## config.mk

```make
export PLATFORM = sky130hd
export DESIGN_NAME = polygon_coverage_expand_core_flat
export DESIGN_NICKNAME = d
export VERILOG_FILES = /design/src/rtl/pce_pkg.sv /design/src/rtl/pce_if.sv /design/src/rtl/pce_serial_mul.sv /design/src/rtl/pce_serial_div.sv /design/src/rtl/polygon_coverage_expand_core.sv /design/src/flat_wrapper.sv
export VERILOG_INCLUDE_DIRS = /design/src /design/src/rtl
export SDC_FILE = /design/constraint.sdc
export NUM_CORES = 2
export LEC_CHECK = 0
export BUFFER_PORTS_ARGS = -buffer_cell sky130_fd_sc_hd__buf_2
export CAP_MARGIN = 0
export CORE_UTILIZATION = 50
export CTS_CLUSTER_SIZE = 10
export DETAILED_ROUTE_END_ITERATION = 10
export PLACE_DENSITY = 0.69
export SYNTH_ARGS = -nofsm -noshare
export SYNTH_HDL_FRONTEND = slang
export SYNTH_HIERARCHICAL = 1
export SYNTH_SLANG_ARGS = --single-unit
```

## constraint.sdc

```tcl
create_clock -name clk -period 21.4 [get_ports clk]
set_input_delay 3.21 -clock clk [delete_from_list [all_inputs] [get_ports clk]]
set_output_delay 3.21 -clock clk [all_outputs]
set_load 0.01 [all_outputs]
```

## src/rtl/polygon_coverage_expand_core_macros.svh

```systemverilog
// Assertion macros shared by the polygon expand RTL.
// No dependencies; included by files that carry concurrent checks.
`ifndef POLYGON_COVERAGE_EXPAND_CORE_MACROS_SVH
`define POLYGON_COVERAGE_EXPAND_CORE_MACROS_SVH

`ifndef NO_ASSERTIONS
// same-cycle implication, disabled during reset
`define PCE_ASSERT_IMP(lbl, clk, rst_n, ante, cons) \
	lbl: assert property (@(posedge clk) disable iff (!rst_n) (ante) |-> (cons)) \
	else $error("same-cycle check failed");
// next-cycle implication, disabled during reset
`define PCE_ASSERT_NXT(lbl, clk, rst_n, ante, cons) \
	lbl: assert property (@(posedge clk) disable iff (!rst_n) (ante) |=> (cons)) \
	else $error("next-cycle check failed");
`else
`define PCE_ASSERT_IMP(lbl, clk, rst_n, ante, cons)
`define PCE_ASSERT_NXT(lbl, clk, rst_n, ante, cons)
`endif

`endif

```

## src/rtl/pce_pkg.sv

```systemverilog
// Shared types and constants of the polygon expand block.
// No dependencies; used by the interfaces and all modules.
package pce_pkg;

	localparam int PCE_MAX_VERTICES = 10;
	localparam int POS_W   = 16;             // scaled position, 1/16 px
	localparam int SUM_W   = 20;             // position sums
	localparam int C_W     = 21;             // centroid, 1/256 px
	localparam int D_W     = 22;             // signed distance to centroid
	localparam int MAG_W   = 21;             // magnitude of distance
	localparam int AMT_W   = 8;              // push amount
	localparam int MUL_AW  = 43;             // multiplicand
	localparam int MUL_BW  = 30;             // multiplier, one bit per cycle
	localparam int MUL_PW  = 62;             // product / accumulator
	localparam int CFG_IDX_W = 3;
	localparam int CFG_DAT_W = 16;

	typedef enum logic [CFG_IDX_W-1:0] {
		REG_COORD_SCALE   = 3'd0,
		REG_USE_HIRES     = 3'd1,
		REG_MAX_X         = 3'd2,
		REG_MAX_Y         = 3'd3,
		REG_EXPAND_AMOUNT = 3'd4
	} cfg_reg_t;

	typedef enum logic [3:0] {
		ST_LOAD, ST_CEN, ST_DIVX, ST_DIVY, ST_VTX, ST_LX, ST_LY,
		ST_MA, ST_SQ, ST_TRY, ST_CMP, ST_AXIS, ST_OUT
	} pce_state_t;

	// request to the shift-add multiplier
	typedef struct packed {
		logic              start;
		logic [MUL_AW-1:0] a;
		logic [MUL_BW-1:0] b;
		logic [MUL_PW-1:0] acc;
	} mul_req_t;

endpackage

```

## src/rtl/pce_if.sv

```systemverilog
// Handshake channels of the polygon expand block: vertex in, result out, config.
// Depends on pce_pkg.
interface pce_vtx_if import pce_pkg::*; ();
	logic                    valid;
	logic                    ready;
	logic                    vertex_present;
	logic signed [POS_W-1:0] raw_x;
	logic signed [POS_W-1:0] raw_y;
	logic                    last_vertex;
	modport source (output valid, vertex_present, raw_x, raw_y, last_vertex, input ready);
	modport sink   (input valid, vertex_present, raw_x, raw_y, last_vertex, output ready);
endinterface

interface pce_res_if import pce_pkg::*; ();
	logic             valid;
	logic             ready;
	logic [POS_W-1:0] out_x;
	logic [POS_W-1:0] out_y;
	logic             out_last;
	modport source (output valid, out_x, out_y, out_last, input ready);
	modport sink   (input valid, out_x, out_y, out_last, output ready);
endinterface

interface pce_cfg_if import pce_pkg::*; ();
	logic                 valid;
	logic                 ready;
	logic [CFG_IDX_W-1:0] index;
	logic [CFG_DAT_W-1:0] data;
	modport source (output valid, index, data, input ready);
	modport sink   (input valid, index, data, output ready);
endinterface

```

## src/rtl/pce_serial_mul.sv

```systemverilog
// Shift-add multiplier, one multiplier bit per cycle, with accumulate input.
// Depends on pce_pkg (mul_req_t and widths).
module pce_serial_mul import pce_pkg::*; (
	input  logic              clk,
	input  logic              arst_n,
	input  mul_req_t          req,
	output logic              done,
	output logic [MUL_PW-1:0] prod
);
	logic              busy_q;
	logic [MUL_PW-1:0] a_q;
	logic [MUL_BW-1:0] b_q;
	logic [MUL_PW-1:0] p_q;

	// finished once the multiplier bits run out
	assign done = busy_q && (b_q == '0);
	assign prod = p_q;

	always_ff @(posedge clk or negedge arst_n) begin
		if (!arst_n) begin
			busy_q <= 1'b0;
		end else if (req.start) begin
			busy_q <= 1'b1;
		end else if (done) begin
			busy_q <= 1'b0;
		end
	end

	// datapath: add shifted multiplicand per set bit
	always_ff @(posedge clk) begin
		if (req.start) begin
			a_q <= MUL_PW'(req.a);
			b_q <= req.b;
			p_q <= req.acc;
		end else if (busy_q && b_q != '0) begin
			if (b_q[0]) p_q <= p_q + a_q;
			a_q <= {a_q[MUL_PW-2:0], 1'b0};
			b_q <= {1'b0, b_q[MUL_BW-1:1]};
		end
	end
endmodule

```

## src/rtl/pce_serial_div.sv

```systemverilog
// Restoring divider, one quotient bit per cycle.
// Depends on pce_pkg (SUM_W sets the default numerator width).
module pce_serial_div import pce_pkg::*; #(
	parameter int NW = SUM_W + 5,
	parameter int DW = 5
) (
	input  logic          clk,
	input  logic          arst_n,
	input  logic          start,
	input  logic [NW-1:0] num,
	input  logic [DW-1:0] den,
	output logic          done,
	output logic [NW-1:0] quo
);
	localparam int CW = $clog2(NW + 1);

	logic          busy_q;
	logic [CW-1:0] cnt_q;
	logic [NW-1:0] num_q;
	logic [DW-1:0] den_q;
	logic [DW-1:0] rem_q;
	logic [DW:0]   sh;
	logic          fit;

	assign sh   = {rem_q, num_q[NW-1]};
	assign fit  = sh >= {1'b0, den_q};
	assign done = busy_q && (cnt_q == '0);
	assign quo  = num_q;

	always_ff @(posedge clk or negedge arst_n) begin
		if (!arst_n) begin
			busy_q <= 1'b0;
			cnt_q  <= '0;
		end else if (start) begin
			busy_q <= 1'b1;
			cnt_q  <= CW'(NW);
		end else if (done) begin
			busy_q <= 1'b0;
		end else if (busy_q) begin
			cnt_q <= cnt_q - 1'b1;
		end
	end

	// numerator shifts out at the top, quotient bits shift in below
	always_ff @(posedge clk) begin
		if (start) begin
			num_q <= num;
			den_q <= den;
			rem_q <= '0;
		end else if (busy_q && cnt_q != '0) begin
			rem_q <= fit ? DW'(sh - {1'b0, den_q}) : sh[DW-1:0];
			num_q <= {num_q[NW-2:0], fit};
		end
	end
endmodule

```

## src/rtl/polygon_coverage_expand_core.sv

```systemverilog
// Top level of the polygon expand block: slot store, sequencer, config registers.
// Depends on pce_pkg, pce_if, pce_serial_mul, pce_serial_div and the macro header.
//
//  channel | modport | transfer carries
//  vtx     | sink    | vertex_present, raw_x, raw_y, last_vertex
//  res     | source  | out_x, out_y, out_last
//  cfg     | sink    | index, data (always ready)
//
// Vertices are taken while loading. In the cycle after the final vertex, the first of two
// centroid divides starts; the second follows it. With a nonzero amount, each present slot
// off the centroid then needs two squares, and per axis one product, one square and up to
// eight trial products on the shared shift-add multiplier; an absent slot goes straight to
// the output. Reset clears all control state; no vertex is taken while results drain.
`include "polygon_coverage_expand_core_macros.svh"

module polygon_coverage_expand_core import pce_pkg::*; #(
	parameter int MAX_VERTICES = PCE_MAX_VERTICES
) (
	input  logic  clk,
	input  logic  arst_n,
	pce_vtx_if.sink   vtx,
	pce_res_if.source res,
	pce_cfg_if.sink   cfg
);
	localparam int IDX_W = $clog2(MAX_VERTICES);
	localparam int CNT_W = $clog2(MAX_VERTICES + 1);
	localparam int NUM_W = SUM_W + 5;

	// configuration
	logic [4:0]       coord_scale_q;
	logic             use_hires_q;
	logic [POS_W-1:0] max_x_q, max_y_q;
	logic [AMT_W-1:0] amount_q;

	// slot store
	logic [POS_W-1:0] slot_x_q [MAX_VERTICES];
	logic [POS_W-1:0] slot_y_q [MAX_VERTICES];
	logic [MAX_VERTICES-1:0] slot_valid_q;
	logic [IDX_W-1:0] slot_idx_q, last_idx_q, k_q;
	logic [CNT_W-1:0] present_q;
	logic [SUM_W-1:0] sum_x_q, sum_y_q;

	// per-slot work
	pce_state_t state_q, state_d;
	logic [C_W-1:0]    cx_q, cy_q;
	logic [MUL_PW-1:0] len_q, rhs_q;
	logic [AMT_W-1:0]  lo_q;
	logic [2:0]        bit_q;
	logic              axis_q;
	logic signed [AMT_W:0] off_x_q;
	logic [POS_W-1:0]  out_x_q, out_y_q;
	logic              out_last_q;

	mul_req_t          mreq;
	logic              mdone;
	logic [MUL_PW-1:0] mprod;
	logic              dstart, ddone;
	logic [NUM_W-1:0]  dnum, dquo;

	logic vtx_xfer, res_xfer, is_final;
	logic [POS_W-1:0] scaled_x, scaled_y, cur_x, cur_y;
	logic signed [D_W-1:0] dx, dy, dsel;
	logic [MAG_W-1:0] mag_x, mag_y, mag_sel;
	logic active;
	logic [AMT_W-1:0] cand, lo_new;
	logic [8:0]       tval;
	logic signed [AMT_W:0] off_new;
	logic res_load;
	logic [POS_W-1:0] res_x, res_y;

	// scale a raw coordinate to 1/16 px, clamped to the position range
	function automatic logic [POS_W-1:0] scale_pos(input logic signed [POS_W-1:0] r,
			input logic hires, input logic [4:0] sc);
		logic [4:0] s;
		logic signed [POS_W+6:0] p;
		s = hires ? ((sc == 5'd0) ? 5'd1 : sc) : 5'd16;
		p = (POS_W+7)'(r) * $signed({2'b0, s});
		if (p < 0) scale_pos = '0;
		else if (p > $signed((POS_W+7)'(17'h0FFFF))) scale_pos = '1;
		else scale_pos = p[POS_W-1:0];
	endfunction

	// position plus signed offset, clamped to 0..hi
	function automatic logic [POS_W-1:0] clamp_pos(input logic [POS_W-1:0] pos,
			input logic signed [AMT_W:0] off, input logic [POS_W-1:0] hi);
		logic signed [POS_W+1:0] v;
		v = $signed({2'b0, pos}) + (POS_W+2)'(off);
		if (v < 0) clamp_pos = '0;
		else if (v > $signed({2'b0, hi})) clamp_pos = hi;
		else clamp_pos = v[POS_W-1:0];
	endfunction

	pce_serial_mul u_mul (
		.clk(clk), .arst_n(arst_n), .req(mreq), .done(mdone), .prod(mprod)
	);

	pce_serial_div #(.NW(NUM_W), .DW(CNT_W)) u_div (
		.clk(clk), .arst_n(arst_n), .start(dstart), .num(dnum),
		.den(present_q), .done(ddone), .quo(dquo)
	);

	// handshakes
	assign vtx.ready = (state_q == ST_LOAD);
	assign vtx_xfer  = vtx.valid && vtx.ready;
	assign res.valid = (state_q == ST_OUT);
	assign res_xfer  = res.valid && res.ready;
	assign res.out_x = out_x_q;
	assign res.out_y = out_y_q;
	assign res.out_last = out_last_q;
	assign cfg.ready = 1'b1;

	assign is_final = vtx.last_vertex || (slot_idx_q == IDX_W'(MAX_VERTICES - 1));
	assign scaled_x = scale_pos(vtx.raw_x, use_hires_q, coord_scale_q);
	assign scaled_y = scale_pos(vtx.raw_y, use_hires_q, coord_scale_q);

	// distance of the current slot from the centroid
	assign cur_x = slot_x_q[k_q];
	assign cur_y = slot_y_q[k_q];
	assign dx = $signed({2'b0, cur_x, 4'b0}) - $signed({1'b0, cx_q});
	assign dy = $signed({2'b0, cur_y, 4'b0}) - $signed({1'b0, cy_q});
	assign mag_x = dx[D_W-1] ? MAG_W'(-dx) : MAG_W'(dx);
	assign mag_y = dy[D_W-1] ? MAG_W'(-dy) : MAG_W'(dy);
	assign mag_sel = axis_q ? mag_y : mag_x;
	assign dsel    = axis_q ? dy : dx;
	assign active  = slot_valid_q[k_q] && (amount_q != '0) && (present_q != '0);

	// bitwise search for the rounded offset
	assign cand   = lo_q | (AMT_W'(1) << bit_q);
	assign tval   = {cand, 1'b0} - 9'd1;
	assign lo_new = (mprod <= rhs_q) ? cand : lo_q;
	assign off_new = dsel[D_W-1] ? -$signed({1'b0, lo_q}) : $signed({1'b0, lo_q});

	// centroid numerators, taken once the final vertex is in the sums
	always_comb begin
		if (state_q == ST_CEN)
			dnum = {1'b0, sum_x_q, 4'b0} + NUM_W'(present_q >> 1);
		else
			dnum = {1'b0, sum_y_q, 4'b0} + NUM_W'(present_q >> 1);
	end

	// next state
	always_comb begin
		state_d = state_q;
		case (state_q)
			ST_LOAD: if (vtx_xfer && is_final) state_d = ST_CEN;
			ST_CEN:  state_d = ST_DIVX;
			ST_DIVX: if (ddone) state_d = ST_DIVY;
			ST_DIVY: if (ddone) state_d = ST_VTX;
			ST_VTX: begin
				if (!active || (dx == '0 && dy == '0)) state_d = ST_OUT;
				else state_d = ST_LX;
			end
			ST_LX: if (mdone) state_d = ST_LY;
			ST_LY: if (mdone) state_d = ST_MA;
			ST_MA: if (mdone) state_d = ST_SQ;
			ST_SQ: if (mdone) state_d = ST_TRY;
			ST_TRY: begin
				if (cand > amount_q) state_d = (bit_q == '0) ? ST_AXIS : ST_TRY;
				else state_d = ST_CMP;
			end
			ST_CMP: if (mdone) state_d = (bit_q == '0) ? ST_AXIS : ST_TRY;
			ST_AXIS: state_d = axis_q ? ST_OUT : ST_MA;
			ST_OUT: begin
				if (res_xfer) state_d = (k_q == last_idx_q) ? ST_LOAD : ST_VTX;
			end
			default: state_d = ST_LOAD;
		endcase
	end

	// unit requests and result selection
	always_comb begin
		mreq     = '0;
		dstart   = 1'b0;
		res_load = 1'b0;
		res_x    = '0;
		res_y    = '0;
		case (state_q)
			ST_CEN:  dstart = 1'b1;
			ST_DIVX: dstart = ddone;
			ST_VTX: begin
				if (!active) begin
					res_load = 1'b1;
				end else if (dx == '0 && dy == '0) begin
					res_load = 1'b1;
					res_x = clamp_pos(cur_x, '0, max_x_q);
					res_y = clamp_pos(cur_y, '0, max_y_q);
				end else begin
					mreq.start = 1'b1;
					mreq.a = MUL_AW'(mag_x);
					mreq.b = MUL_BW'(mag_x);
				end
			end
			ST_LX: begin
				mreq.start = mdone;
				mreq.a   = MUL_AW'(mag_y);
				mreq.b   = MUL_BW'(mag_y);
				mreq.acc = mprod;
			end
			ST_LY: begin
				mreq.start = mdone;
				mreq.a = MUL_AW'({mag_x, 1'b0});
				mreq.b = MUL_BW'(amount_q);
			end
			ST_MA: begin
				mreq.start = mdone;
				mreq.a = MUL_AW'(mprod[MUL_BW-1:0]);
				mreq.b = mprod[MUL_BW-1:0];
			end
			ST_TRY: begin
				mreq.start = (cand <= amount_q);
				mreq.a = len_q[MUL_AW-1:0];
				mreq.b = MUL_BW'(tval * tval);
			end
			ST_AXIS: begin
				if (!axis_q) begin
					mreq.start = 1'b1;
					mreq.a = MUL_AW'({mag_y, 1'b0});
					mreq.b = MUL_BW'(amount_q);
				end else begin
					res_load = 1'b1;
					res_x = clamp_pos(cur_x, off_x_q, max_x_q);
					res_y = clamp_pos(cur_y, off_new, max_y_q);
				end
			end
			default: ;
		endcase
	end

	// config registers
	always_ff @(posedge clk or negedge arst_n) begin
		if (!arst_n) begin
			coord_scale_q <= 5'd1;
			use_hires_q   <= 1'b0;
			max_x_q       <= 16'd4095;
			max_y_q       <= 16'd3071;
			amount_q      <= '0;
		end else if (cfg.valid && cfg.ready) begin
			case (cfg_reg_t'(cfg.index))
				REG_COORD_SCALE:   coord_scale_q <= cfg.data[4:0];
				REG_USE_HIRES:     use_hires_q   <= cfg.data[0];
				REG_MAX_X:         max_x_q       <= cfg.data;
				REG_MAX_Y:         max_y_q       <= cfg.data;
				REG_EXPAND_AMOUNT: amount_q      <= cfg.data[AMT_W-1:0];
				default: ;
			endcase
		end
	end

	// control state
	always_ff @(posedge clk or negedge arst_n) begin
		if (!arst_n) begin
			state_q      <= ST_LOAD;
			slot_valid_q <= '0;
			slot_idx_q   <= '0;
			last_idx_q   <= '0;
			present_q    <= '0;
			sum_x_q      <= '0;
			sum_y_q      <= '0;
			k_q          <= '0;
			lo_q         <= '0;
			bit_q        <= '0;
			axis_q       <= 1'b0;
		end else begin
			state_q <= state_d;
			if (vtx_xfer) begin
				slot_valid_q[slot_idx_q] <= vtx.vertex_present;
				if (vtx.vertex_present) begin
					present_q <= present_q + 1'b1;
					sum_x_q   <= sum_x_q + SUM_W'(scaled_x);
					sum_y_q   <= sum_y_q + SUM_W'(scaled_y);
				end
				slot_idx_q <= is_final ? '0 : slot_idx_q + 1'b1;
				last_idx_q <= slot_idx_q;
				k_q        <= '0;
			end
			case (state_q)
				ST_VTX:  axis_q <= 1'b0;
				ST_SQ: begin
					lo_q  <= '0;
					bit_q <= 3'd7;
				end
				ST_TRY: if (cand > amount_q && bit_q != '0) bit_q <= bit_q - 1'b1;
				ST_CMP: begin
					if (mdone) begin
						lo_q <= lo_new;
						if (bit_q != '0) bit_q <= bit_q - 1'b1;
					end
				end
				ST_AXIS: axis_q <= 1'b1;
				ST_OUT: begin
					if (res_xfer) begin
						if (k_q == last_idx_q) begin
							slot_valid_q <= '0;
							present_q    <= '0;
							sum_x_q      <= '0;
							sum_y_q      <= '0;
						end else begin
							k_q <= k_q + 1'b1;
						end
					end
				end
				default: ;
			endcase
		end
	end

	// payload registers
	always_ff @(posedge clk) begin
		if (vtx_xfer) begin
			slot_x_q[slot_idx_q] <= vtx.vertex_present ? scaled_x : '0;
			slot_y_q[slot_idx_q] <= vtx.vertex_present ? scaled_y : '0;
		end
		if (state_q == ST_DIVX && ddone) cx_q <= dquo[C_W-1:0];
		if (state_q == ST_DIVY && ddone) cy_q <= dquo[C_W-1:0];
		if (state_q == ST_LY && mdone) len_q <= mprod;
		if (state_q == ST_SQ && mdone) rhs_q <= mprod;
		if (state_q == ST_AXIS && !axis_q) off_x_q <= off_new;
		if (res_load) begin
			out_x_q    <= res_x;
			out_y_q    <= res_y;
			out_last_q <= (k_q == last_idx_q);
		end
	end

	// checks
	`PCE_ASSERT_IMP(ap_no_overlap, clk, arst_n, vtx.ready, !res.valid)
	`PCE_ASSERT_NXT(ap_last_reload, clk, arst_n, res_xfer && res.out_last, vtx.ready)
	`PCE_ASSERT_IMP(ap_lo_bound, clk, arst_n, state_q == ST_TRY || state_q == ST_CMP, lo_q <= amount_q)

endmodule
```

## src/flat_wrapper.sv

```systemverilog
// flat-port wrapper written by rule: the top's interface ports become plain ports
module polygon_coverage_expand_core_flat import pce_pkg::*;
#(
	parameter int MAX_VERTICES = PCE_MAX_VERTICES
)
  (clk, arst_n, vtx_valid, vtx_vertex_present, vtx_raw_x, vtx_raw_y, vtx_last_vertex, vtx_ready, res_valid, res_out_x, res_out_y, res_out_last, res_ready, cfg_valid, cfg_index, cfg_data, cfg_ready);
  pce_vtx_if vtx_i ();
  pce_res_if res_i ();
  pce_cfg_if cfg_i ();
  input  logic clk;
  input  logic arst_n;
  input wire logic [$bits(vtx_i.valid)-1:0] vtx_valid;
  input wire logic [$bits(vtx_i.vertex_present)-1:0] vtx_vertex_present;
  input wire logic [$bits(vtx_i.raw_x)-1:0] vtx_raw_x;
  input wire logic [$bits(vtx_i.raw_y)-1:0] vtx_raw_y;
  input wire logic [$bits(vtx_i.last_vertex)-1:0] vtx_last_vertex;
  output wire logic [$bits(vtx_i.ready)-1:0] vtx_ready;
  output wire logic [$bits(res_i.valid)-1:0] res_valid;
  output wire logic [$bits(res_i.out_x)-1:0] res_out_x;
  output wire logic [$bits(res_i.out_y)-1:0] res_out_y;
  output wire logic [$bits(res_i.out_last)-1:0] res_out_last;
  input wire logic [$bits(res_i.ready)-1:0] res_ready;
  input wire logic [$bits(cfg_i.valid)-1:0] cfg_valid;
  input wire logic [$bits(cfg_i.index)-1:0] cfg_index;
  input wire logic [$bits(cfg_i.data)-1:0] cfg_data;
  output wire logic [$bits(cfg_i.ready)-1:0] cfg_ready;
  assign vtx_i.valid = vtx_valid;
  assign vtx_i.vertex_present = vtx_vertex_present;
  assign vtx_i.raw_x = vtx_raw_x;
  assign vtx_i.raw_y = vtx_raw_y;
  assign vtx_i.last_vertex = vtx_last_vertex;
  assign vtx_ready = vtx_i.ready;
  assign res_valid = res_i.valid;
  assign res_out_x = res_i.out_x;
  assign res_out_y = res_i.out_y;
  assign res_out_last = res_i.out_last;
  assign res_i.ready = res_ready;
  assign cfg_i.valid = cfg_valid;
  assign cfg_i.index = cfg_index;
  assign cfg_i.data = cfg_data;
  assign cfg_ready = cfg_i.ready;
  polygon_coverage_expand_core #(.MAX_VERTICES(MAX_VERTICES)) u_core (.clk(clk), .arst_n(arst_n), .vtx(vtx_i), .res(res_i), .cfg(cfg_i));
endmodule
```

==> summary.md <==
| Metric | Value |
|---|---|
| Status | `finished clean` |
| Grt total ovfl | `0` |
| Critical Path RT | `21.84 ns` |
| Min-delay src | `u_core/u_div/quo[2]` |
| M3 GR Usage | `0.0437` |
| Worst setup path start | `u_core/k_q[0]` |
| Biggest cell delay along the critical path | `0.92 ns` |
| Reg2reg path depth | `35` |
| Fillers | `9616` |
| Global-route wire length before repair | `229 mm` |
| Grt met2 use | `0.406` |
| Total GRT Usage | `0.257` |
| Vias in the first global route | `39600` |
| RSZ-0062 raised after global routing | `false` |
| Seq/Total Area, Yosys | `0.428` |
| Critical Path Sink | `u_core/res.out_y[2]` |
| Reg2reg start | `u_core/k_q[0]` |
| Post-CTS resize count | `0` |
| Synth Flop Type | `edfxtp_1` |
| Buf/Inv on CP | `2` |
| Period utilization | `0.511` |
| Worst skew pair latency | `0.73 ns` |
| Pins Over Slew Limit | `0` |
| DRC | `0` |
| Final Hold Viols | `0` |
| Worst-path fanout max | `42` |
| Final Setup Violations | `0` |
| #FFs+latches synth | `831` |
| CP endpoint kind | `register` |
| CP Class | `register to register` |
| Root buffer cell | `clkbuf_16` |
| Routed WL | `148 mm` |
| Initial antenna violation count | `5` |
| Final ANT Viol Nets | `0` |
| Core area | `111000 µm²` |
| Commonest non-fill, non-tap cell in the layout | `edfxtp_1` |
| Hold buffer count at cts | `0` |
| Layout cells sized above 1 | `0.116` |
| HP Class | `register to register` |
| FFs w/ async S/R, synth | `0.162` |
| Die area | `114000 µm²` |
| Cell mode on critical path | `o21ai_0` |
| Rows | `122` |
| Data arrival, critical path | `11.38 ns` |
| MaxCap Viol Count | `0` |
| Nets | `5939` |
| Routability Congestion | `0.959` |
| Stages on worst setup path | `35` |
| Largest net degree at the start of global routing | `100` |
| Fin crit period | `10.94 ns` |
| CP delay by family, top | `compound AO/OA/AOI/OAI gates` |
| CTS clk-pin slew, worst paths | `0.06 ns` |
| Area Overhead vs Synth | `8.88%` |
| DR iter-0 viols | `3658` |
| Grt met1 use | `0.364` |
| Worst Tran Pin Value | `1.27 ns` |
| Area of the multi-input gates | `29700 µm²` |
| Most frequent cells in the layout | `edfxtp_1, inv_1, ha_1, nand2_1, nor2_1` |
| # clock sinks | `831` |
| EDFF count, synth | `673` |
| Die H | `338 µm` |
| Pre-antenna DRT Iters | `9` |
| IO Pins | `94` |
| Setup tns final | `0 ns` |
| Setup Buffers After CTS | `0` |
| Yosys warns | `6` |
| Max-slew headroom | `0.149` |
| CTS Buf Count | `97` |
| Hpwl dp | `106 mm` |
| CP max-delay cell | `o211ai_2` |
| Initial Utilization | `0.507` |
| Max frequency | `91.4 MHz` |
| Clock Tree Buf Depth | `3` |
| Mapped cell area | `56300 µm²` |
| Cells after Synth | `5287` |
| Reg-to-reg setup timing slack | `10.46 ns` |
| CTS H-tree lvls | `3` |
| Syn Area/Cell | `10.6 µm²` |
| Total number of vias | `41500` |
| Post-synth cell types | `121` |
| Seq. cell area | `24100 µm²` |
| Worst Skew | `0.0995 ns` |
| Routed len/inst | `21.5 µm` |
| Critical path launch point type | `register` |
| Top Usage Layer GRT | `met2` |
| Die X | `338 µm` |
| Vias/cell | `6.03` |
| CTS tree | `yes` |
| Worst reg2reg endpoint | `u_core/res.out_y[2]` |
| I/O Buffers | `92` |
-- worst reg2reg max path: cells and delay by family, from the launching register on --
family | cells | cell delay, ns
fa+ha+maj | 3 | 1.07
buf+inv | 2 | 1.17
flops | 1 | 0.72
mux | 3 | 1.17
simple gates | 7 | 1.05
xor+xnor | 2 | 0.39
compound gates | 18 | 5.09
-- sequential cells by signal, summed over array words and instances (netlist names), 20 cells and up --
| signal | cells |
|---|---|
| u_core/slot_y_q | 160 |
| u_core/sum_x_q | 20 |
| u_core/len_q | 43 |
| u_core/u_div/quo | 25 |
| u_core/u_mul/prod | 62 |
| u_core/cy_q | 21 |
| u_core/u_mul/a_q | 62 |
| u_core/cx_q | 21 |
| u_core/slot_x_q | 160 |
| u_core/u_mul/b_q | 30 |
| u_core/sum_y_q | 20 |
| u_core/rhs_q | 62 |
-- kinds of logic after synthesis --
group,after synthesis,share of synthesized area
compound gates,1176,0.138
xor+xnor,236,0.0367
fa+ha+maj,561,0.143
buf+inv,689,0.0469
flops,831,0.428
mux,318,0.0749
other cells,2,0.000133
simple gates,1474,0.133
-- cells in the mapped netlist (23+ instances only) --
master / count / area share
nand2b_1: 43 / 0.0048
a31oi_1: 34 / 0.0038
inv_1: 465 / 0.031
xor2_1: 87 / 0.014
nor3_1: 79 / 0.0070
ha_1: 419 / 0.093
nand2_1: 362 / 0.024
and2_1: 110 / 0.012
nor2_1: 317 / 0.021
mux2_2: 164 / 0.033
nor2b_1: 75 / 0.0083
clkbuf_1: 189 / 0.013
edfxtp_1: 673 / 0.36
nand4_1: 62 / 0.0069
xnor2_1: 149 / 0.023
nor4_1: 39 / 0.0043
o21a_1: 47 / 0.0063
a211o_1: 23 / 0.0036
a21o_1: 139 / 0.019
a21oi_1: 305 / 0.027
mux4_2: 66 / 0.026
dfxtp_1: 23 / 0.0082
o31ai_1: 27 / 0.0036
dfrtp_1: 111 / 0.049
o21bai_1: 41 / 0.0055
mux2i_1: 88 / 0.016
o21ai_0: 259 / 0.023
dfstp_2: 24 / 0.011
and3_1: 185 / 0.021
fa_1: 140 / 0.050
a211oi_1: 60 / 0.0080
nand3_1: 90 / 0.0080
o211ai_1: 24 / 0.0032
or3_1: 31 / 0.0034
-- layer usage --
| layer | part of all wire | up-vias |
|---|---|---|
| li1 | - | 19400 |
| met1 | 0.44 | 20300 |
| met2 | 0.45 | 1550 |
| met3 | 0.075 | 240 |
| met4 | 0.027 | 8 |
| met5 | 0.00030 | - |
-- final cells by class --
cell class | instances | share of cell area
inverters | 467 | 0.0286
diodes | 1 | 0.0000408
well taps | 1488 | 0.0304
multi-input cells | 3768 | 0.485
clock inverters | 17 | 0.00443
flip-flops and latches | 831 | 0.393
repair buffers | 157 | 0.0156
clock buffers | 152 | 0.0433
-- worst min path at each step --
stage	to	slack [ns]	cells after the start
final	u_core/cy_q[2]	0.47	0
after global routing	u_core/u_div/rem_q[3]	0.49	2
after CTS	u_core/u_div/rem_q[3]	0.47	2
after detailed placement	u_core/u_div/rem_q[3]	0.46	2
after global placement	u_core/u_div/rem_q[3]	0.46	2
after floorplan	u_core/cx_q[0]	0.44	0
-- through the flow --
stage / cell area [µm²] / utilization / hold slack [ns] / setup slack, ns / std cells
5_1_grt: 61300 / 0.551 / 0.495 / 9.74 / 6880
4_1_cts: 61300 / 0.551 / 0.471 / 10.65 / 6880
6_report: 61300 / 0.552 / 0.474 / 10.46 / 6881
3_5_place_dp: 58400 / 0.525 / 0.463 / 9.98 / 6711
3_3_place_gp: 58400 / 0.525 / 0.459 / 10.13 / 6711
2_1_floorplan: 56300 / - / 0.441 / 10.92 / 5288
Power is not shown: default switching activity piles up to over one toggle a cycle in this logic, so the estimate is an artifact.
